<file path="config.mk">
export PLATFORM = sky130hd
export DESIGN_NAME = elop_back
export DESIGN_NICKNAME = d
export VERILOG_FILES = /design/src/elop_pkg.sv /design/src/elop_back.sv
export SDC_FILE = /design/constraint.sdc
export NUM_CORES = 1
export LEC_CHECK = 0
export ABC_CLOCK_PERIOD_IN_PS = 5210
export BUFFER_PORTS_ARGS = -buffer_cell sky130_fd_sc_hd__buf_2
export CORE_MARGIN = 4
export CORE_UTILIZATION = 35
export CTS_CLUSTER_DIAMETER = 50
export DETAILED_ROUTE_END_ITERATION = 8
export GPL_ROUTABILITY_DRIVEN = 1
export GPL_TIMING_DRIVEN = 1
export PLACE_DENSITY = 0.65
export SYNTH_ARGS = -nofsm -noshare
export SYNTH_HDL_FRONTEND = slang
export SYNTH_SLANG_ARGS = --single-unit
</file>
<file path="constraint.sdc">
create_clock -name clk_i -period 5.21 [get_ports clk_i]
set_input_delay 0.521 -clock clk_i [delete_from_list [all_inputs] [get_ports clk_i]]
set_output_delay 0.521 -clock clk_i [all_outputs]
set_load 0.03 [all_outputs]
</file>
<file path="src/elop_pkg.sv">
// Shared types and constants for the ellipse outline point generator.
package elop_pkg;

  localparam int unsigned AXIS_W   = 10;
  localparam int unsigned CTR_W    = 15;
  localparam int unsigned IDX_W    = 12;
  localparam int unsigned COORD_W  = 24;
  localparam int unsigned FRAC_W   = 8;
  localparam int unsigned SQ_W     = 2 * AXIS_W;              // a*a, x*x, b*b
  localparam int unsigned PROD_W   = 2 * SQ_W;                // b*b*(a*a-x*x)
  localparam int unsigned RAD_W    = PROD_W + 2 * FRAC_W;     // radicand
  localparam int unsigned ROOT_W   = RAD_W / 2;               // sqrt steps
  localparam int unsigned REM_W    = ROOT_W + 2;              // sqrt remainder
  localparam int unsigned Y_W      = AXIS_W + FRAC_W;         // height bound 256*b
  localparam int unsigned Q_DEPTH  = 4;
  localparam int unsigned QPTR_W   = $clog2(Q_DEPTH);
  localparam int unsigned QCNT_W   = QPTR_W + 1;
  localparam int unsigned CFG_IDX_W = 3;

  // Configuration register indexes
  typedef enum logic [CFG_IDX_W-1:0] {
    CFG_AXIS_FIRST  = 3'd0,
    CFG_AXIS_SECOND = 3'd1,
    CFG_CENTER_X    = 3'd2,
    CFG_CENTER_Y    = 3'd3
  } cfg_idx_e;

  // Ring quadrant of an emitted point
  typedef enum logic [1:0] {
    PH_UR,
    PH_LR,
    PH_LL,
    PH_UL
  } phase_e;

  // One offset with its height, between front and back
  typedef struct packed {
    logic [AXIS_W-1:0] x;
    logic [Y_W-1:0]    y;
  } q_item_t;

endpackage

</file>
<file path="src/elop_back.sv">
// Back: expands one offset into its four mirrored ring points.
module elop_back import elop_pkg::*; (
  input  logic                     clk_i,
  input  logic                     rst_ni,
  input  logic                     q_valid_i,
  input  q_item_t                  q_item_i,
  output logic                     q_pop_o,
  input  logic [AXIS_W-1:0]        semi_a_i,
  input  logic signed [CTR_W-1:0]  center_x_i,
  input  logic signed [CTR_W-1:0]  center_y_i,
  input  logic                     pop,
  output logic                     empty,
  output logic [IDX_W-1:0]         point_index_o,
  output logic signed [COORD_W-1:0] point_x_o,
  output logic signed [COORD_W-1:0] point_y_o,
  output logic                     last_o
);

  phase_e  phase_q, phase_d;
  logic    busy_q, busy_d;
  q_item_t cur_q;
  logic    take, load;

  logic [IDX_W-1:0]          a_ext, a1, xi, lo_idx;
  logic signed [CTR_W:0]     sx_pos, sx_neg;
  logic signed [COORD_W-1:0] cy_fx, y_fx;

  assign take    = busy_q && pop;
  assign load    = q_valid_i && (!busy_q || (take && phase_q == PH_UL));
  assign q_pop_o = load;

  // next state
  always_comb begin
    phase_d = phase_q;
    busy_d  = busy_q;
    if (take) begin
      case (phase_q)
        PH_UR:   phase_d = PH_LR;
        PH_LR:   phase_d = PH_LL;
        PH_LL:   phase_d = PH_UL;
        PH_UL:   begin
          phase_d = PH_UR;
          busy_d  = 1'b0;
        end
        default: phase_d = PH_UR;
      endcase
    end
    if (load) begin
      phase_d = PH_UR;
      busy_d  = 1'b1;
    end
  end

  always_ff @(posedge clk_i or negedge rst_ni) begin
    if (!rst_ni) begin
      phase_q <= PH_UR;
      busy_q  <= 1'b0;
    end else begin
      phase_q <= phase_d;
      busy_q  <= busy_d;
    end
  end

  always_ff @(posedge clk_i) begin
    if (load) cur_q <= q_item_i;
  end

  // shared point arithmetic
  assign a_ext  = IDX_W'(semi_a_i);
  assign a1     = a_ext + 1'b1;
  assign xi     = IDX_W'(cur_q.x);
  assign lo_idx = a_ext - xi;
  assign sx_pos = (CTR_W+1)'(center_x_i) + $signed({1'b0, (CTR_W)'(cur_q.x)});
  assign sx_neg = (CTR_W+1)'(center_x_i) - $signed({1'b0, (CTR_W)'(cur_q.x)});
  assign cy_fx  = COORD_W'(center_y_i) <<< FRAC_W;
  assign y_fx   = $signed(COORD_W'(cur_q.y));

  // outputs per quadrant
  always_comb begin
    empty  = !busy_q;
    last_o = 1'b0;
    case (phase_q)
      PH_UR: begin
        point_index_o = xi;
        point_x_o     = COORD_W'(sx_pos) <<< FRAC_W;
        point_y_o     = cy_fx - y_fx;
      end
      PH_LR: begin
        point_index_o = a1 + lo_idx;
        point_x_o     = COORD_W'(sx_pos) <<< FRAC_W;
        point_y_o     = cy_fx + y_fx;
      end
      PH_LL: begin
        point_index_o = (a1 << 1) + xi;
        point_x_o     = COORD_W'(sx_neg) <<< FRAC_W;
        point_y_o     = cy_fx + y_fx;
      end
      PH_UL: begin
        point_index_o = (a1 << 1) + a1 + lo_idx;
        point_x_o     = COORD_W'(sx_neg) <<< FRAC_W;
        point_y_o     = cy_fx - y_fx;
        last_o        = 1'b1;
      end
      default: begin
        point_index_o = '0;
        point_x_o     = '0;
        point_y_o     = '0;
      end
    endcase
  end

endmodule

</file>
-- Yosys cells after proc, flatten, opt, wreduce, memory -nomap -nowiden
Cells that the tools add are included.
Widths: inputs -> output; s select.
- flip-flop bits (word level): 31
- output and inout bits: 63
- logic and storage cells: 40
- add/sub/neg operators: 10
- equal/unequal tests: 3
- mux-type cells: 10
- reductions and logical operators: 13
- operator list (operator ; count):
    $pmux 24 s2 ; 2
    $pmux 12 s4 ; 1
    $add 23x19->24 ; 1
    $sub 23x19->24 ; 1
    $add 15x11->16 ; 1
    $sub 15x11->16 ; 1
    $add 11x12->12 ; 1
    $add 12x10->12 ; 1
    $add 12x11->12 ; 1
    $add 12x12->12 ; 1
    $add 10x1->11 const B ; 1
    $sub 10x10->11 ; 1
    $pmux 2 s4 ; 1
    $reduce_or 2->1 ; 4
    $eq 2x2->1 const B ; 2
    $mux 1 ; 4
    $mux 2 ; 2
    $reduce_bool 2->1 ; 2
    $logic_and 1x1->1 ; 3
    $eq 2x1->1 const B ; 1
    $logic_not 2->1 ; 1
    $reduce_and 2->1 ; 1
    $logic_not 1->1 ; 1
    $logic_or 1x1->1 ; 1

-- Logic depth before layout (Yosys ltp)
Gate-level depths: netlist of the first run.
- depth after elaboration: 6
- depth in mapped cells: 19

-- Worst setup path before layout of the first run
Ideal clock, no wire load.
- path type: input -> output
- start: input port semi_a_i[0]
- end: output port point_index_o[11]
- data arrival time: 4.120 ns
- data required time: 4.689 ns
- slack: 0.569 ns
- stages: 16
- path buffers: 0
- cells stage by stage: inv_1 -> ha_1 -> inv_1 -> fa_1 -> a211oi_1 -> o21ai_0 -> a31oi_1 -> xnor2_1 -> fa_1 -> ha_1 -> o21ai_0 -> a211oi_1 -> a31oi_1 -> xnor2_1 -> a22oi_2 -> a21oi_1
- longest elaborated chain between the ends: 4
- elaborated cells on any way between the ends: 7
- ends and longest elaborated chain (item ; RTL line ; source):
    start, declared ; elop_back.sv:8 ; input logic [AXIS_W-1:0] semi_a_i,
    $add 10x1->11 ; elop_back.sv:70 ; assign a1 = a_ext + 1'b1;
    $add 12x11->12 ; elop_back.sv:99 ; point_index_o = (a1 << 1) + a1 + lo_idx;
    $add 12x12->12 ; elop_back.sv:99 ;
    $pmux 12 s4 * ; elop_back.sv:82 ; case (phase_q)
    end, declared ; elop_back.sv:13 ; output logic [IDX_W-1:0] point_index_o,
Every way passes the cells marked *; elsewhere a longest branch is shown, timed or not.

-- Worst setup path after layout of the first run
- start: input port semi_a_i[0]
- end: output port point_index_o[8]
The elaborated chain is that of the path after synthesis.

==> impl_metrics.py, run 1 <==
metrics = {
    "status": {
        "status": "finished clean",
    },
    "cells_and_area": {
        "fin_nets": 971,
        "final_util_pct": 42.94,
        "multiInputGateArea_um2": 4368,
        "instances_no_fill": 1016,
        "seq_area_um2": 915.9,
        "area_delta_synth_final_pct": 18.38,
        "drive_gt1_share_pct": 20.42,
        "fill_cells": 1576,
    },
    "placement": {
        "port_buffers": 126,
        "placed_cells": 1005,
        "place.gp.congestion": 0.8654,
        "place_hpwl_mm": 12.75,
    },
    "global_route": {
        "track_usage_pct": 16.43,
        "antenna_found_initial": 6,
        "grt_max_degree": 30,
        "grt_pass1_vias": 5091,
        "grt_pass1_wl_mm": 24.56,
        "grt-ovfl-total": 0,
    },
    "pwr": {
        "peakVddDrop_uv": 493.6,
        "p_int_uw": 1687,
        "p_leak_uw": 0.003099,
        "power.share.sequential_pct": 8.4,
        "power_density_nw_per_um2": 603.5,
        "p_sw_share_pct": 57.80,
        "combPwrFrac_pct": 84.4,
        "switchingPower_uw": 2311,
        "clockPowerShare_pct": 7.2,
    },
    "floorplanning": {
        "fp.dieArea_um2": 18070,
        "ios": 135,
        "fp.dieW_um": 134.4,
        "num_rows": 45,
        "core_um2": 15430,
        "die_h_um": 134.4,
        "initial_utilization_pct": 36.27,
    },
    "clock_network": {
        "clock_path_buffers": 2,
        "insertion_delay_ps": 270,
        "cts_tree": "yes",
        "clockRootBuffer": "clkbuf_16",
        "cts.reportedPaths.clkPinSlew_ps": 50,
        "cts_made_buffers": 5,
        "ctsHoldBuffers": 0,
        "htree_levels": 2,
        "clock-sinks": 31,
    },
    "critical_path": {
        "crit_path_end_kind": "output port",
        "cpMostUsedCell": "inv_1",
        "critPathRequiredTime_ps": 4690,
        "crit_slowest_cell": "fa_1",
        "path_delay_family": "adder cells",
        "crit_type": "input port to output port",
        "slowest_delay_ps": 480,
        "cp_max_fo": 6,
        "critPathArrivalTime_ps": 4440,
        "path_cells": "buf_2 > inv_1 > ha_2 > inv_1 > fa_1 > nand2_1 > nand2_1 > a21oi_1 > xnor2_1 > inv_1 > fa_1 > inv_1 > ha_1 > o21ai_0 > o21ba_2 > o21ai_0 > xor2_1 > a222oi_1 > mux2i_1 > buf_2",
        "cp-start-kind": "input port",
        "cp_num_buf_inv": 6,
    },
    "timing": {
        "maxSlewHeadroom_pct": 40.51,
        "fmaxAchievable_mhz": 201.6,
        "rsz0062_at_grt": "false",
        "report.final.hold_viol_count": 0,
        "fin_tns_setup_ps": 0,
        "drv_slew": 0,
        "fin_crit_sh_pct": 95.22,
        "period_minus_slack_ps": 4961,
        "finalSetupViolCount": 0,
        "skew_ps": 4.992,
        "worst_pin_slew_ps": 892.3,
    },
    "synth": {
        "netlist_area_um2": 5595,
        "ys_warn_count": 0,
        "ys_seq_area_share_pct": 16.37,
        "synthArstFlopShare_pct": 9.677,
        "synth-seq-cells": 31,
        "ys.flop_type": "edfxtp_1",
        "synth-edff-count": 28,
        "syn_inst": 677,
        "syn_area_per_cell_um2": 8.265,
        "yosysUniqueCellTypes": 69,
    },
    "run": {
        "max_cap_violations": 0,
    },
    "routing": {
        "wl_per_cell_um": 14.76,
        "routed_wl_mm": 15.00,
        "drt_iter0_drc": 217,
        "routed_via_density": 5.232,
        "dr.pass1.iters": 5,
        "drc": 0,
        "dr_total_vias": 5316,
        "ant_nets": 0,
    },
    "min_path": {
        "min_path_type": "input port to async pin",
    },
}
[cells in the final DEF, fill, tap and decap left out, drive strengths merged, types with 9 or more instances in the layout]
master,count
o21bai,9
xor2,28
buf,133
ha,81
a211oi,9
edfxtp,28
nand2,33
inv,64
a21oi,61
fa,16
nor2,48
or3,9
a21o,18
a31oi,11
o21ai,45
nand3,14
xnor2,52
nor3,17
[power groups by stage]
stage / clock [µW] / sequential (µW) / combinational (µW)
global placement: 0 / 341 / 3360
CTS: 297 / 337 / 3390
global route: 307 / 342 / 3710
floorplan: 0 / 337 / 2560
finish: 287 / 337 / 3370
detailed placement: 0 / 342 / 3370
[area by class of cell]
class | count | area share, %
inverters | 64 | 3.627
diodes | 2 | 0.07556
clock inverters | 1 | 0.07556
multi-input cells | 567 | 65.94
well taps | 211 | 3.986
repair buffers | 133 | 10.31
flip-flops and latches | 31 | 13.83
clock buffers | 7 | 2.153
[cell families after synthesis]
logic type,Yosys count,synth area share [%]
AOI/OAI and AO/OA,207,23.66
xor gates and xnor gates,80,12.86
adders and majority gates,97,23.84
buffers and inverters,86,6.395
DFF,31,16.37
muxes,11,2.035
other,1,0.06702
and+or+nand+nor,164,14.78
[sequential cells by signal, summed over array words and instances, names as in the netlist]
register and flops:
cur_q 28, phase_q 2, busy_q 1
[metrics by stage]
stage / power (µW) / cell area (µm²) / hold slack [ps] / worst slack, ps
floorplan: 2900 / 5622 / 225.4 / 568.5
global placement: 3699 / 6451 / 318.1 / 248.4
detailed placement: 3710 / 6451 / 318.8 / 177.1
CTS: 4020 / 6599 / 32.42 / 169.8
global route: 4354 / 6621 / 31.27 / 27.98
finish: 3998 / 6624 / 35.95 / 249.2
[per-layer routing]
metal	vias to the layer above	part of all wire, %	global-route usage, %
li1	2690	-	-
met1	2402	44	21.45
met2	183	46	28.10
met3	31	7.4	3.563
met4	10	1.9	3.167
met5	-	0.37	0
[cells in the mapped netlist (3+ instances only)]
| cell type | count | area share, % |
|---|---|---|
| o21ai_1 | 4 | 0.36 |
| a211o_1 | 3 | 0.47 |
| a31oi_1 | 11 | 1.2 |
| ha_1 | 81 | 18 |
| and3_1 | 6 | 0.67 |
| o211ai_1 | 5 | 0.67 |
| clkbuf_1 | 9 | 0.60 |
| o21bai_1 | 9 | 1.2 |
| o21ai_0 | 41 | 3.7 |
| dfrtp_1 | 3 | 1.3 |
| a211oi_1 | 9 | 1.2 |
| fa_1 | 16 | 5.7 |
| nor2_1 | 48 | 3.2 |
| edfxtp_1 | 28 | 15 |
| o22ai_1 | 4 | 0.45 |
| nand4_1 | 4 | 0.45 |
| inv_2 | 3 | 0.20 |
| nand3_1 | 14 | 1.3 |
| nand2b_1 | 7 | 0.78 |
| a21oi_1 | 61 | 5.5 |
| buf_4 | 9 | 1.2 |
| o21a_1 | 8 | 1.1 |
| buf_1 | 3 | 0.20 |
| a21o_1 | 18 | 2.4 |
| mux2i_1 | 8 | 1.4 |
| nor4_1 | 3 | 0.34 |
| o31ai_1 | 4 | 0.54 |
| a222oi_1 | 4 | 0.72 |
| or3_1 | 9 | 1.0 |
| inv_1 | 61 | 4.1 |
| a22oi_1 | 3 | 0.40 |
| mux2_2 | 3 | 0.60 |
| nor2b_1 | 8 | 0.89 |
| xnor2_1 | 52 | 8.1 |
| nor3_1 | 17 | 1.5 |
| xor2_1 | 27 | 4.2 |
| nand2_1 | 33 | 2.2 |
[worst reg2reg max path: stages (launching register included)]
cell     delay [ps]
dfrtp_1         390
ha_1            180
buf_4           240
a21oi_1         150
nor2b_4         700
[final timing paths]
kind	startpoint	end	slack, ps	depth (start not counted)
min in group clk_i	q_item_i[8]	cur_q[8]	420	1
worst min-delay path	rst_ni	busy_q	40	1
worst min register to register	busy_q	phase_q[1]	510	1
worst max-delay path	semi_a_i[0]	point_index_o[8]	250	20
worst max register to register	phase_q[0]	cur_q[25]	3180	4
max in group asynchronous	rst_ni	phase_q[0]	5070	1
[timing repair]
| action | CTS | global route |
|---|---|---|
| hold endpoints to repair | 0 | 0 |
| setup endpoints to repair | 0 | 4 |
| buffers inserted | 0 | 1 |
| gates resized for setup | 0 | 4 |
Power figures use the tool's default switching activity.
==> run 2: changes to the inputs <==
ABC_CLOCK_PERIOD_IN_PS = 6200   (was 5210)
clock period = 6.2 ns   (was 5.21 ns; I/O delays follow)
==> run 2 against run 1 <==
Against the previous run: cell area shrank 0.81%; critical endpoint unchanged; critical path type unchanged; clock power down 3%; register-to-register slack gained 570 ps; highest routed layer unchanged.
==> impl_metrics.py, run 2 (synthesis results as in run 1) <==
metrics = {
    "status": {
        "status": "finished clean",
    },
    "floorplanning": {
        "core_um2": 15430,
        "fp.dieW_um": 134.4,
        "initial_utilization_pct": 36.27,
        "ios": 135,
        "fp.dieArea_um2": 18070,
        "num_rows": 45,
        "die_h_um": 134.4,
    },
    "global_route": {
        "grt-ovfl-total": 0,
        "grt_pass1_wl_mm": 24.68,
        "grt_max_degree": 30,
        "track_usage_pct": 16.59,
        "antenna_found_initial": 5,
        "grt_pass1_vias": 5078,
    },
    "clock_network": {
        "clock-sinks": 31,
        "ctsHoldBuffers": 0,
        "clockRootBuffer": "clkbuf_16",
        "insertion_delay_ps": 280,
        "cts_tree": "yes",
        "clock_path_buffers": 2,
        "post-cts-setup-buffers": 0,
        "cts_resized": 0,
        "htree_levels": 2,
        "cts_made_buffers": 5,
        "cts.reportedPaths.clkPinSlew_ps": 50,
    },
    "routing": {
        "dr.pass1.iters": 6,
        "drt_iter0_drc": 298,
        "wl_per_cell_um": 15.20,
        "routed_via_density": 5.239,
        "dr_total_vias": 5276,
        "drc": 0,
        "routed_wl_mm": 15.31,
        "ant_nets": 0,
    },
    "pwr": {
        "p_leak_uw": 0.003072,
        "power_density_nw_per_um2": 517.1,
        "peakVddDrop_uv": 409.4,
    },
    "timing": {
        "maxSlewHeadroom_pct": 40.01,
        "skew_ps": 4.024,
        "fin_tns_setup_ps": 0,
        "period_minus_slack_ps": 5349,
        "rsz0062_at_grt": "false",
        "worst_pin_slew_ps": 899.9,
        "report.final.hold_viol_count": 0,
        "fmaxAchievable_mhz": 187.0,
        "finalSetupViolCount": 0,
        "fin_crit_sh_pct": 86.27,
        "drv_slew": 0,
    },
    "critical_path": {
        "crit_type": "input port to output port",
        "crit_slowest_cell": "fa_1",
        "slowest_delay_ps": 470,
        "path_cells": "buf_2 > inv_1 > ha_1 > inv_1 > fa_1 > a211oi_1 > o21bai_1 > a21oi_1 > xnor2_1 > fa_1 > ha_1 > a21o_1 > a21oi_1 > o21ai_0 > xor2_1 > a222oi_1 > mux2i_1 > buf_2",
        "critPathArrivalTime_ps": 4730,
        "cp-start-kind": "input port",
        "path_delay_family": "adder cells",
        "crit_path_end_kind": "output port",
        "critPathRequiredTime_ps": 5580,
        "cp_max_fo": 7,
        "cp_num_buf_inv": 4,
    },
    "cells_and_area": {
        "reg.largest.list": "cur_q: 28 flops, phase_q: 2 flops, busy_q: 1 flops",
        "area_delta_synth_final_pct": 17.42,
        "final_cell_mix": "126 x buf_2, 81 x ha_1, 61 x inv_1, 61 x a21oi_1, 52 x xnor2_1",
        "final_util_pct": 42.59,
        "drive_gt1_share_pct": 19.35,
        "n_antenna_cell": 0,
        "regMostFlops": "cur_q",
        "largest_reg_flops": 28,
        "fill_cells": 1602,
        "fin_nets": 964,
        "final_common_cell": "buf_2",
        "final_area_um2": 6570,
    },
    "placement": {
        "port_buffers": 126,
        "place_hpwl_mm": 12.88,
        "place.gp.congestion": 0.8479,
        "placed_cell_area_um2": 6406,
    },
    "run": {
        "max_cap_violations": 0,
    },
    "min_path": {
        "min_path_type": "input port to async pin",
    },
}
## run 2: cell count changes in the layout (fill, tap and decap cells not counted)
cell       before  now
a211oi_1        7    9
diode_2         2    0
bufinv_16       0    1
ha_1           80   81
buf_4           7    0
clkinv_1        0    1
ha_2            1    0
o21ai_0        40   41
clkbuf_1        1    0
clkbuf_8        1    0
a211oi_2        2    0
o21ai_1         5    4
## run 2: worst reg2reg max path, cell delays in order (launching register included)
cell and delay (ps):
dfrtp_1 400, ha_1 670, a21oi_1 240, nor2b_4 760
## run 2: cell type report
type	instances	area [µm²]	area share (%)
repair buffers	126	630.6	9.598
inverters	64	240.2	3.656
well taps	211	264.0	4.018
flip-flops and latches	31	915.9	13.94
multi-input cells	567	4355	66.29
clock buffers	5	125.1	1.904
clock inverters	3	38.79	0.5904
## run 2: worst paths after layout
path                              from          endpoint  slack, ps  cells past startpoint
setup reg to reg            phase_q[0]         cur_q[26]       3750                      3
hold reg to reg                 busy_q        phase_q[1]        510                      1
min in group clk_i              busy_q        phase_q[1]        510                      1
setup / recovery           semi_a_i[0]  point_index_o[8]        850                     18
hold / removal                  rst_ni        phase_q[0]        130                      1
max in group asynchronous       rst_ni            busy_q       5970                      1
## run 2: where the power goes
part	internal, µW	total (µW)	switching (µW)
Combinational	990	2830	1850
Clock	187	278	91.2
Sequential	261	284	23.5
Total	1440	3400	1960
## run 2: through the flow
stage	total power, µW	cells	worst slack [ps]	hold WS (ps)
after floorplan	2437	684	1361	324.4
after global placement	3101	999	998.0	417.7
after detailed placement	3118	999	919.4	420.9
after CTS	3414	1007	904.9	123.0
after global routing	3687	1007	506.0	121.4
final	3397	1007	851.0	127.4
## run 2: metal layers
metal  global-route usage, %  vias to the layer above  wire length [µm]
met5                       0                        -                54
met4                   2.206                       10               158
met3                   4.164                       23              1160
met2                   29.36                      182              7269
met1                   20.93                     2391              6663
li1                        -                     2670                 -
