<file path="config.mk">
export PLATFORM = sky130hd
export DESIGN_NAME = elop_queue
export DESIGN_NICKNAME = d
export VERILOG_FILES = /design/src/elop_pkg.sv /design/src/elop_queue.sv
export SDC_FILE = /design/constraint.sdc
export NUM_CORES = 1
export LEC_CHECK = 0
export ABC_AREA = 1
export BUFFER_PORTS_ARGS = -buffer_cell sky130_fd_sc_hd__buf_2
export CAP_MARGIN = 20
export CORE_MARGIN = 1
export CORE_UTILIZATION = 57
export DETAILED_ROUTE_END_ITERATION = 10
export PLACE_DENSITY = 0.81
export REMOVE_ABC_BUFFERS = 1
export SLEW_MARGIN = 0
export SYNTH_ARGS = -nofsm -noshare
export SYNTH_HDL_FRONTEND = slang
export SYNTH_SLANG_ARGS = --single-unit
</file>
<file path="constraint.sdc">
create_clock -name clk_i -period 3.1 [get_ports clk_i]
set_clock_uncertainty 0.15 [all_clocks]
set_input_delay 0.155 -clock clk_i [delete_from_list [all_inputs] [get_ports clk_i]]
set_output_delay 0.155 -clock clk_i [all_outputs]
set_load 0.05 [all_outputs]
</file>
<file path="src/elop_pkg.sv">
// Shared types and constants for the ellipse outline point generator.
package elop_pkg;

  localparam int unsigned AXIS_W   = 10;
  localparam int unsigned CTR_W    = 15;
  localparam int unsigned IDX_W    = 12;
  localparam int unsigned COORD_W  = 24;
  localparam int unsigned FRAC_W   = 8;
  localparam int unsigned SQ_W     = 2 * AXIS_W;              // a*a, x*x, b*b
  localparam int unsigned PROD_W   = 2 * SQ_W;                // b*b*(a*a-x*x)
  localparam int unsigned RAD_W    = PROD_W + 2 * FRAC_W;     // radicand
  localparam int unsigned ROOT_W   = RAD_W / 2;               // sqrt steps
  localparam int unsigned REM_W    = ROOT_W + 2;              // sqrt remainder
  localparam int unsigned Y_W      = AXIS_W + FRAC_W;         // height bound 256*b
  localparam int unsigned Q_DEPTH  = 4;
  localparam int unsigned QPTR_W   = $clog2(Q_DEPTH);
  localparam int unsigned QCNT_W   = QPTR_W + 1;
  localparam int unsigned CFG_IDX_W = 3;

  // Configuration register indexes
  typedef enum logic [CFG_IDX_W-1:0] {
    CFG_AXIS_FIRST  = 3'd0,
    CFG_AXIS_SECOND = 3'd1,
    CFG_CENTER_X    = 3'd2,
    CFG_CENTER_Y    = 3'd3
  } cfg_idx_e;

  // Ring quadrant of an emitted point
  typedef enum logic [1:0] {
    PH_UR,
    PH_LR,
    PH_LL,
    PH_UL
  } phase_e;

  // One offset with its height, between front and back
  typedef struct packed {
    logic [AXIS_W-1:0] x;
    logic [Y_W-1:0]    y;
  } q_item_t;

endpackage

</file>
<file path="src/elop_queue.sv">
// Short queue of computed offsets between front and back.
module elop_queue import elop_pkg::*; (
  input  logic    clk_i,
  input  logic    rst_ni,
  input  logic    push_i,
  input  q_item_t data_i,
  output logic    full_o,
  input  logic    pop_i,
  output logic    valid_o,
  output q_item_t data_o
);

  q_item_t           mem_q [0:Q_DEPTH-1];
  logic [QPTR_W-1:0] wptr_q, rptr_q;
  logic [QCNT_W-1:0] cnt_q;
  logic              do_push, do_pop;

  assign full_o  = (cnt_q == QCNT_W'(Q_DEPTH));
  assign valid_o = (cnt_q != '0);
  assign data_o  = mem_q[rptr_q];
  assign do_push = push_i && !full_o;
  assign do_pop  = pop_i && valid_o;

  // pointers and fill count
  always_ff @(posedge clk_i or negedge rst_ni) begin
    if (!rst_ni) begin
      wptr_q <= '0;
      rptr_q <= '0;
      cnt_q  <= '0;
    end else begin
      if (do_push) wptr_q <= wptr_q + 1'b1;
      if (do_pop)  rptr_q <= rptr_q + 1'b1;
      if (do_push && !do_pop)      cnt_q <= cnt_q + 1'b1;
      else if (do_pop && !do_push) cnt_q <= cnt_q - 1'b1;
    end
  end

  // storage
  always_ff @(posedge clk_i) begin
    if (do_push) mem_q[wptr_q] <= data_i;
  end

endmodule

</file>
; ---- Word level (Yosys, flattened, before mapping)
; Memories as Yosys holds them, arrays and structs flattened.
; Index checks and enable logic that the tools add are counted.
; W data, S select, Z words.
[word_totals]
reg_bits = 7
latch_bits = 0
mem_bits_rw = 112
mem_bits_ro = 0
input_bits = 32
output_inout_bits = 30
word_cells = 22
memories = 1
[classes]
n_addsub = 4
multipliers = 0
n_div = 0
order_cmp = 0
n_eq_ne = 1
n_shift = 0
n_mux = 4
n_bitwise = 0
reduce_logical = 9
[mem_list]
columns = name, words, width, read_ports, rd_ports_with_merged_regs, wr, line_no
row1 = mem_q, 4, 28, 1, 0, 1, elop_queue.sv:13  ; q_item_t mem_q [0:Q_DEPTH-1];
[ops]
columns = cell, count
row1 = $mux W3, 2
row2 = $add A2 B1 Y2 const B, 2
row3 = $logic_and A1 B1 Y1, 4
row4 = $add A3 B1 Y3 const B, 1
row5 = $eq A3 B3 Y1 const B, 1
row6 = $logic_not A1 Y1, 3
row7 = $reduce_bool A3 Y1, 1
row8 = $sub A3 B1 Y3 const B, 1
row9 = $mux W1, 2
row10 = $reduce_bool A2 Y1, 1

; ---- Depth between registers and ports, before layout
; Gate-level depths: netlist of run 1.
[logic_depth]
depth_word = 7
depth_mapped = 12
mapped_depth_nobuf = 12

; ---- Worst setup path before layout of run 1
; OpenSTA, ideal clock, no wires.
[synth_timing]
kind = flip-flop to flip-flop
from = register cnt_q[0]
to = memory mem_q[0][0] (netlist bit), enable pin
setup_time_ns = 0.413
t_arrival_ns = 1.908
path_slack_ns = 0.629
stages_incl_launch_ff = 5
path_buffers = 0
synth_period_minus_slack_ns = 2.471
cell_sequence = dfrtp_1 > inv_2 > nand3_1 > nand2_1 > nor2_1
[synth_between]
elab_chain_len = 5
[synth_lines]
columns = element, line_no
row1 = start: declaration, elop_queue.sv:15  ; logic [QCNT_W-1:0] cnt_q;
row2 = start signal: assignment, elop_queue.sv:33  ; if (do_push && !do_pop) cnt_q <= cnt_q + 1'b1;
row3 = start signal: assignment, elop_queue.sv:34  ; else if (do_pop && !do_push) cnt_q <= cnt_q - 1'b1;
row4 = $eq A3 B3 Y1, elop_queue.sv:18  ; assign full_o = (cnt_q == QCNT_W'(Q_DEPTH));
row5 = $logic_not A1 Y1, elop_queue.sv:21  ; assign do_push = push_i && !full_o;
row6 = $logic_and A1 B1 Y1, elop_queue.sv:21
row7 = $mux W1, elop_queue.sv:40  ; if (do_push) mem_q[wptr_q] <= data_i;
row8 = $mux W1 (implied by the code), elop_queue.sv:40
row9 = end: declaration, elop_queue.sv:13
; Every way passes these cells.

==> results.md, run 1 <==
- Status: finished, final reports clean
- Final Routed Wirelength: 9.514 mm
- Post-Synthesis Cells: 387
- Placed cells: 540
- Avg Cell Area, Syn: 12.90 sq um
- Buffers added on ports: 61
- Final setup violation count: 0
- Synth-to-Final Area Change: 25.29%
- EDFF count, synth: 112
- Pwr/cell area: 1104 nW/um^2
- Synth top area share: 0.6737
- Setup TNS: 0 ns
- Async S/R FF share, synth: 0.05882
- P_sw: 0.002901 W
- Drt wl/cell: 15.78 um
- Nets: 524
- YS warnings: 0
- # hold bufs at CTS: 32
- Resized cells post-CTS: 0
- Design Area, Final: 6255 sq um
- Comb power frac: 0.407
- Internal power: 0.004005 W
- Vias in the first global route: 3232
- Post-synth top cells: edfxtp_1, nand2_1, inv_1
- Detailed-route via count: 3137
- Multi-input gate area: 1081 sq um
- Req. time, crit path: 2.79 ns
- Count leader, synth: edfxtp_1
- CP Launch Type: flip-flop
- Antenna Nets Post-Route: 0
- Slew @ Worst Pin: 0.8918 ns
- Residual DRC: 0
- Sw Share: 0.4201
- Worst R2R Path Depth: 9
- Die W: 95.59 um
- Largest net degree at the start of global routing: 49
- Layout cells sized above 1: 0.2349
- Worst skew pair latency: 0.51 ns
- First-pass GRT wire length: 14.99 mm
- DP HPWL: 5.358 mm
- Reg2Reg Setup Slack: 0.79 ns
- Root Buffer Master: clkbuf_8
- Arr. time, crit path: 2.30 ns
- Final Hold Viols: 0
- TritonCTS clock tree: done
- Slew HR: 0.4041
- Top_reg_cell synth: edfxtp_1
- # clock sinks: 119
- Sequential cell area: 3538 sq um
- Cell area after synthesis: 4992 sq um
- Gpl congestion: 0.8144
- Gr usage total: 0.2326
- Die Y: 95.59 um
- Post-synthesis sequential area ratio: 0.7088
- Max FO, Critical Path: 36
- Max Slew Vio Count: 0
- Max Root-Sink Buffers: 2
- Starting Density: 0.5986
- Critical R2R Launch: cnt_q[1]
- Die footprint: 9136 sq um
- Rows: 33
- # diodes: 0
- Clock-pin slew on the worst setup and hold paths: 0.05 ns
- Top Ports: 62
- Area after DPL: 5378 sq um
- Fmax achieved: 0.3835 GHz
- Core area: 8341 sq um
- Top cells by area, synth: edfxtp_1, nand2_1, o211ai_1, inv_1, o211ai_2
- Min-delay worst type: in -> reg
- Min Tclk post-route: 2.608 ns
- Total grt overflow: 0
- Lkg Pwr: 2.632 nW
- Setup CP Type: reg -> out
- Register bit total from synthesis: 119
- Max-cap check violation count: 0
- Synth area leader: edfxtp_1
- Maximum vdd drop: 670.9 uV
- Seq pwr share: 0.325
- Synth cell types: 18
- Clock power frac: 0.268
- Post-CTS Setup Bufs: 0
- Hold path depth: 2
- # fillers: 509
- Initial DRT Pass Iterations: 4
- WHS Endpoint: mem_q[3][21]
- Final Cycle Share: 0.8413
- Initial antenna violation count: 0
- CP Capture Type: output port
- Reg-to-Reg End: cnt_q[1]
- Non-Filler Instances: 603
- Initial DRC count: 177
- Hold Crit Start: data_i[21]
- RSZ-0062 raised after global routing: false
- Number of buffers created by CTS: 17
- Max H-tree Level: 4
- Drt via density: 5.202
-- area by class of cell --
class / instances / share of cell area
Tap cell: 105 / 0.02100
Clock inverter: 12 / 0.02160
Multi-Input combinational cell: 178 / 0.1728
Sequential cell: 119 / 0.5657
Timing Repair Buffer: 98 / 0.1080
Clock buffer: 19 / 0.06741
Inverter: 72 / 0.04341
-- kinds of logic after synthesis --
kind of cell             synth area share
AND/OR/NAND/NOR                   0.08797
AO/OA/AOI/OAI                      0.1043
XOR/XNOR                         0.001755
flip-flops                         0.7088
adder cells (fa/ha/maj)           0.01654
buffers and inverters             0.08070
-- layout by cell type, fill, tap and decap left out, drive strengths merged --
| cell type | count |
|---|---|
| edfxtp | 112 |
| nand2 | 102 |
| inv | 71 |
| buf | 66 |
| o211ai | 56 |
| dlygate4sd3 | 32 |
| clkbuf | 19 |
| clkinv | 8 |
| nand3 | 7 |
| dfrtp | 7 |
| ha | 5 |
| nor2 | 4 |
| bufinv | 3 |
| clkinvlp | 2 |
| o21ai | 1 |
| xnor2 | 1 |
| nand4 | 1 |
| fa | 1 |
-- flip-flops by register name, summed over array words and instances (netlist names) --
register,cells
cnt_q,3
mem_q,112
rptr_q,2
wptr_q,2
-- layer usage --
layer / global-route usage / share of wire / vias to the layer above
li1: - / - / 1526
met1: 0.2635 / 0.42 / 1502
met2: 0.4101 / 0.51 / 94
met3: 0.06938 / 0.055 / 15
met4: 0.09453 / 0.016 / 0
met5: 0 / 0 / -
-- critical path, stage by stage, from the launching register on --
cell and delay, ns:
dfrtp_1 0.38, clkinv_2 0.40, buf_4 0.42, nand2_1 0.11, o211ai_2 0.07, nand2_1 0.13, buf_2 0.27
-- power by group through the flow --
stage	Clock (W)	Sequential [W]	Combinational, W
CTS	0.00186	0.00224	0.00284
finish	0.00185	0.00224	0.00281
detailed placement	0	0.00227	0.00279
global placement	0	0.00225	0.00271
global route	0.00193	0.00227	0.00303
floorplan	0	0.00229	0.00204
-- through the flow --
step	setup slack [ns]	utilization	total power [W]	hold WS, ns
final	0.4921	0.7499	0.006906	0.2409
after global routing	0.3466	0.7499	0.007235	0.2399
after CTS	0.4746	0.7499	0.006939	0.2340
after detailed placement	0.8231	0.6448	0.005055	-0.1475
after global placement	0.9352	0.6448	0.004959	-0.1583
after floorplan	0.6292	-	0.004325	-0.2906
-- worst max-delay path by stage --
stage                  end      start  cells after the start
2_1_floorplan  mem_q[0][0]   cnt_q[0]                      4
3_3_place_gp      cnt_q[1]   cnt_q[1]                      9
3_5_place_dp      cnt_q[1]   cnt_q[1]                      9
4_1_cts         data_o[14]  rptr_q[0]                      6
5_1_grt          data_o[6]  rptr_q[0]                      6
6_report        data_o[14]  rptr_q[0]                      6
(Power assumes the default switching activity.)
==> run 2, diff against run 1 <==
- CORE_UTILIZATION: 57 -> 52
- PLACE_DENSITY: 0.81 -> 0.78
- clock period: 3.1 -> 2.3 ns (I/O delays scaled with it)
==> run 2 against run 1 <==
Effect of this change:
- cell area grew 2.1%
- global-route usage shrank 2.7 points
- register-to-register slack lost 0.54 ns
- sequential power grew 34%
- critical path depth shrank 2
- cell count grew 5.6%
- worst setup slack lost 0.32 ns
- die area grew 9.4%
- sequential cell count is the same
- sequential share of layout area shrank 1.2 points
- via count shrank 0.16%
- clock-buffer cell count shrank 2
==> results.md, run 2 (synthesis results as in run 1) <==
- Hold Crit Start: data_i[2]
- Starting Density: 0.5377 (-0.06082)
- Die Y: 99.98 um (+4.6%)
- Post-CTS Setup Bufs: 0 (unchanged)
- Layout cells sized above 1: 0.2579 (+0.02293)
- Core area: 9284 sq um (+11%)
- # clock sinks: 119 (unchanged)
- Final Hold Viols: 0 (unchanged)
- Worst skew pair latency: 0.51 ns (about the same)
- DP HPWL: 5.718 mm (+6.7%)
- Vias in the first global route: 3082 (-4.6%)
- Rows: 35 (+6.1%)
- Reg-to-Reg End: cnt_q[2]
- Clock-pin slew on the worst setup and hold paths: 0.05 ns (about the same)
- Comb power frac: 0.414 (+0.007)
- RSZ-0062 raised after global routing: false
- Max reg flops: 112 (unchanged)
- CP Capture Type: output port
- Antenna Nets Post-Route: 0 (unchanged)
- Root Buffer Master: clkbuf_8
- Nets: 533 (+1.7%)
- Commonest non-fill, non-tap cell in the layout: edfxtp_1
- Total grt overflow: 0 (unchanged)
- Top Ports: 62 (unchanged)
- Pwr/cell area: 1475 nW/um^2 (+34%)
- Max Slew Vio Count: 0 (unchanged)
- Hold path depth: 2 (unchanged)
- Drt wl/cell: 14.57 um (-7.7%)
- Most frequent cells in the layout: edfxtp_1, nand2_1, inv_1
- Final Util: 0.6877 (-0.06219)
- Maximum vdd drop: 958.0 uV (+43%)
- Gpl congestion: 0.7506 (-7.8%)
- Initial DRT Pass Iterations: 5 (+1)
- # diodes: 0 (unchanged)
- CP Launch Type: flip-flop
- Fmax achieved: 0.4707 GHz
- Final setup violation count: 0 (unchanged)
- Largest net degree at the start of global routing: 61 (+24%)
- WHS Endpoint: mem_q[1][2]
- Max-cap check violation count: 0 (unchanged)
- First-pass GRT wire length: 14.90 mm (-0.59%)
- # fillers: 688 (+35%)
- Arr. time, crit path: 1.86 ns (-0.44 ns)
- Area after DPL: 5488 sq um (+2.0%)
- Final Cycle Share: 0.9237
- Largest register by flop count: mem_q
- Drt via density: 4.917 (-5.5%)
- Buffers added on ports: 61 (unchanged)
- Residual DRC: 0 (unchanged)
- Number of buffers created by CTS: 17 (unchanged)
- Lkg Pwr: 2.701 nW (+2.6%)
- TritonCTS clock tree: done
- Critical R2R Launch: cnt_q[1]
- Slew @ Worst Pin: 0.4303 ns (-0.4615 ns)
- Max Root-Sink Buffers: 2 (unchanged)
- Clock power frac: 0.266 (-0.002)
- Status: finished, final reports clean
- Worst R2R Path Depth: 10 (+1)
- Initial antenna violation count: 0 (unchanged)
- Sw Share: 0.4170 (-0.003051)
- Req. time, crit path: 2.04 ns (-0.75 ns)
- Max FO, Critical Path: 30 (-17%)
- Reg2Reg Setup Slack: 0.25 ns (-0.54 ns)
- Design Area, Final: 6385 sq um (+2.1%)
- Setup CP Type: reg -> out
- Die W: 99.98 um (+4.6%)
- Max H-tree Level: 4 (unchanged)
- Internal power: 0.005490 W (+37%)
- Initial DRC count: 120 (-32%)
- Slew HR: 0.7131 (+0.3091)
- Final Routed Wirelength: 9.281 mm (-2.4%)
- Detailed-route via count: 3132 (-0.16%)
- Gr usage total: 0.2051 (-0.02747)
- Synth-to-Final Area Change: 27.89%
- Seq pwr share: 0.320 (-0.005)
- P_sw: 0.003927 W (+35%)
- Top Registers: mem_q: 112 flops, cnt_q: 3 flops
- Total Power: 0.009417 W (+36%)
- Min Tclk post-route: 2.125 ns
- Min-delay worst type: in -> reg
- Die footprint: 9996 sq um (+9.4%)
## run 2: cell types whose count changed in the layout (fill, tap and decap cells not counted), sizes merged
cell	previous run	this run
clkinvlp	2	1
buf	66	75
inv	71	70
clkinv	8	13
clkbuf	19	17
## run 2: worst max path at each step
stage / startpoint / end / slack (ns) / depth (start not counted)
final: rptr_q[1] / data_o[4] / 0.18 / 4
after global routing: rptr_q[1] / data_o[10] / 0.05 / 5
after floorplan: cnt_q[0] / mem_q[0][0] / -0.17 / 4
after detailed placement: cnt_q[1] / cnt_q[2] / 0.32 / 10
after CTS: rptr_q[1] / data_o[4] / 0.08 / 5
after global placement: cnt_q[1] / cnt_q[2] / 0.45 / 10
## run 2: timing repair
action,in CTS,in global routing
hold endpoints to repair,124,0
gates resized for setup,0,1
hold buffers,32,0
endpoints found under the setup margin,0,2
## run 2: per-stage QoR
stage          hold slack (ns)  TNS, ns  worst slack [ns]  cells
2_1_floorplan          -0.3306   -19.13           -0.1708    369
3_3_place_gp           -0.1938        0            0.4534    573
3_5_place_dp           -0.1855        0            0.3176    573
4_1_cts                 0.1822        0           0.08375    637
5_1_grt                 0.1806        0           0.05237    637
6_report                0.2090        0            0.1754    637
## run 2: area by class of cell
class	count	area [sq um]	area share
inverter	72	272.8	0.04272
tap	129	161.4	0.02528
sequential	119	3538	0.5542
clock inverter	15	161.4	0.02528
multi-input combinational	178	1081	0.1693
clock buffer	17	414.1	0.06486
timing repair buffer	107	755.7	0.1184
## run 2: power by group through the flow
stage,Combinational [W],Sequential [W],Clock [W]
floorplan,0.00274,0.00309,0
global placement,0.00378,0.00302,0
detailed placement,0.00386,0.00305,0
CTS,0.00393,0.00301,0.00256
global route,0.00422,0.00304,0.00266
finish,0.00390,0.00301,0.00251
## run 2: metal layers
layer,up-vias,share of wire,GRT usage
met5,-,0,0
met4,0,0.012,0.07804
met3,12,0.037,0.06476
met2,74,0.51,0.3485
met1,1494,0.44,0.2460
li1,1552,-,-
## run 2: critical path, cell delays in order (launching register included)
cell and delay [ns]:
dfrtp_1 0.36, buf_4 0.40, o211ai_1 0.19, nand2_1 0.12
buf_2 0.26
==> run 3, diff against run 2 <==
- SETUP_SLACK_MARGIN: not set -> 0.2
==> run 3 against run 2 <==
Effect of this change:
- routed wire length grew 4.1%
- clock power is essentially flat
- hold slack gained 0.0021 ns
- global-route usage is essentially flat
- cell count grew 0.78%
- die area is the same
- sequential share of layout area shrank 0.98 points
- sequential cell count is the same
- via count grew 1.2%
- total power grew 2.8%
- cell area grew 1.8%
- critical path type unchanged
==> results.md, run 3 (synthesis results as in run 1) <==
- Max reg flops: 112 (unchanged)
- Residual DRC: 0 (unchanged)
- Gr usage total: 0.2050 (about the same)
- Final Routed Wirelength: 9.657 mm (+4.1%)
- Initial DRC count: 99 (-18%)
- Max-cap check violation count: 0 (unchanged)
- Most frequent cells in the layout: edfxtp_1, nand2_1, inv_1
- Detailed-route via count: 3169 (+1.2%)
- Arr. time, crit path: 1.76 ns (-0.10 ns)
- Core area: 9284 sq um (unchanged)
- Status: finished, final reports clean
- Max Slew Vio Count: 0 (unchanged)
- Pre-CTS WS: 0.3176 ns (unchanged)
- Top Registers: mem_q: 112 flops, cnt_q: 3 flops
- Design Area, Final: 6500 sq um (+1.8%)
- Final worst slack: 0.2759 ns (+0.1005 ns)
- Total Power: 0.009682 W (+2.8%)
- Die Y: 99.98 um (unchanged)
- Starting Density: 0.5377 (unchanged)
- First-pass GRT wire length: 14.88 mm (-0.14%)
- CP Launch Type: flip-flop
- Largest net degree at the start of global routing: 61 (unchanged)
- Commonest non-fill, non-tap cell in the layout: edfxtp_1
- Slew @ Worst Pin: 0.3502 ns (-0.08012 ns)
- Root Buffer Master: clkbuf_8
- Rows: 35 (unchanged)
- Total grt overflow: 0 (unchanged)
- Worst skew pair latency: 0.50 ns (about the same)
- Vias in the first global route: 3093 (+0.36%)
- Die footprint: 9996 sq um (unchanged)
- Final Hold Viols: 0 (unchanged)
- Layout cells sized above 1: 0.2690 (+0.01113)
- Buffers added on ports: 61 (unchanged)
- CP Capture Type: output port
- Drt wl/cell: 15.04 um (+3.2%)
- Max H-tree Level: 4 (unchanged)
- Min Tclk post-route: 2.024 ns (-0.1005 ns)
- Area after DPL: 5488 sq um (unchanged)
- Setup TNS: 0 ns (unchanged)
- Setup CP Type: reg -> out
- Min-delay worst type: in -> reg
- Slew HR: 0.7658 (+0.05264)
- DP HPWL: 5.718 mm (unchanged)
- Number of buffers created by CTS: 17 (unchanged)
- Gpl congestion: 0.7506 (unchanged)
- Drt via density: 4.936 (+0.39%)
- Maximum vdd drop: 886.6 uV (-7.5%)
- Req. time, crit path: 2.04 ns (about the same)
- Antenna Nets Post-Route: 0 (unchanged)
- Max Root-Sink Buffers: 2 (unchanged)
- Lkg Pwr: 2.751 nW (+1.8%)
- TritonCTS clock tree: done
- Top Ports: 62 (unchanged)
- Fmax achieved: 0.4940 GHz (+5.0%)
- # diodes: 0 (unchanged)
- RSZ-0062 raised after global routing: true
- Final setup violation count: 0 (unchanged)
- Synth-to-Final Area Change: 30.20%
- # clock sinks: 119 (unchanged)
- Die W: 99.98 um (unchanged)
- Nets: 538 (+0.94%)
- Final Cycle Share: 0.8801 (-0.04369)
- Max FO, Critical Path: 27 (-10%)
- Pwr/cell area: 1490 nW/um^2 (+1.0%)
- Clock-pin slew on the worst setup and hold paths: 0.05 ns (about the same)
- Largest register by flop count: mem_q
- Initial antenna violation count: 0 (unchanged)
- Initial DRT Pass Iterations: 4 (-1)
-- run 3: cell types whose count changed in the layout (fill, tap and decap cells not counted), sizes merged --
cell and delta:
clkbuf +11, buf -6, clkinv -1, inv +1
-- run 3: final timing paths --
check | slack, ns | to | from | depth (start not counted)
worst max-delay path | 0.28 | data_o[3] | rptr_q[0] | 5
worst min-delay path | 0.21 | mem_q[0][2] | data_i[2] | 2
worst max register to register | 0.35 | cnt_q[2] | cnt_q[1] | 10
worst min register to register | 0.38 | cnt_q[2] | cnt_q[2] | 2
max in group asynchronous | 1.31 | wptr_q[0] | rst_ni | 3
min in group asynchronous | 0.43 | cnt_q[1] | rst_ni | 3
-- run 3: timing repair --
item	in CTS	in global routing
buffers inserted	0	3
pin swaps	0	0
endpoints found under the hold margin	124	0
hold buffers	32	0
gates cloned	0	2
resized for setup	4	13
setup endpoints to repair	16	25
-- run 3: layout make-up --
cell class	instances	area, sq um
tap	129	161.4
multi-input combinational	178	1089
timing repair buffer	112	858.3
sequential	119	3538
clock inverter	15	161.4
clock buffer	17	414.1
fill	675	2784
inverter	72	277.8
-- run 3: routing by layer --
metal  part of all wire  track usage  vias to the layer above
met1               0.44       0.2427                     1514
met3              0.045      0.06476                        8
li1                   -            -                     1563
met5                  0            0                        -
met4             0.0074      0.08138                        0
met2               0.51       0.3501                       84
-- run 3: worst max-delay path: stages, from the launching register on --
cell and delay [ns]:
dfrtp_1 0.42, inv_4 0.15, clkbuf_16 0.23, o211ai_1 0.10
nand2_1 0.08, buf_2 0.26
-- run 3: power by group --
part	leakage, nW	switching, W	internal, W
registers	1.11	0.000155	0.00286
logic	1.35	0.00298	0.00118
clock network	0.286	0.000880	0.00163
-- run 3: through the flow --
step,cells,util,hold WS (ns)
finish,642,0.7001,0.2111
CTS,637,0.6889,0.1822
global placement,573,0.5911,-0.1938
global route,642,0.7001,0.1806
detailed placement,573,0.5911,-0.1855
floorplan,369,-,-0.3306
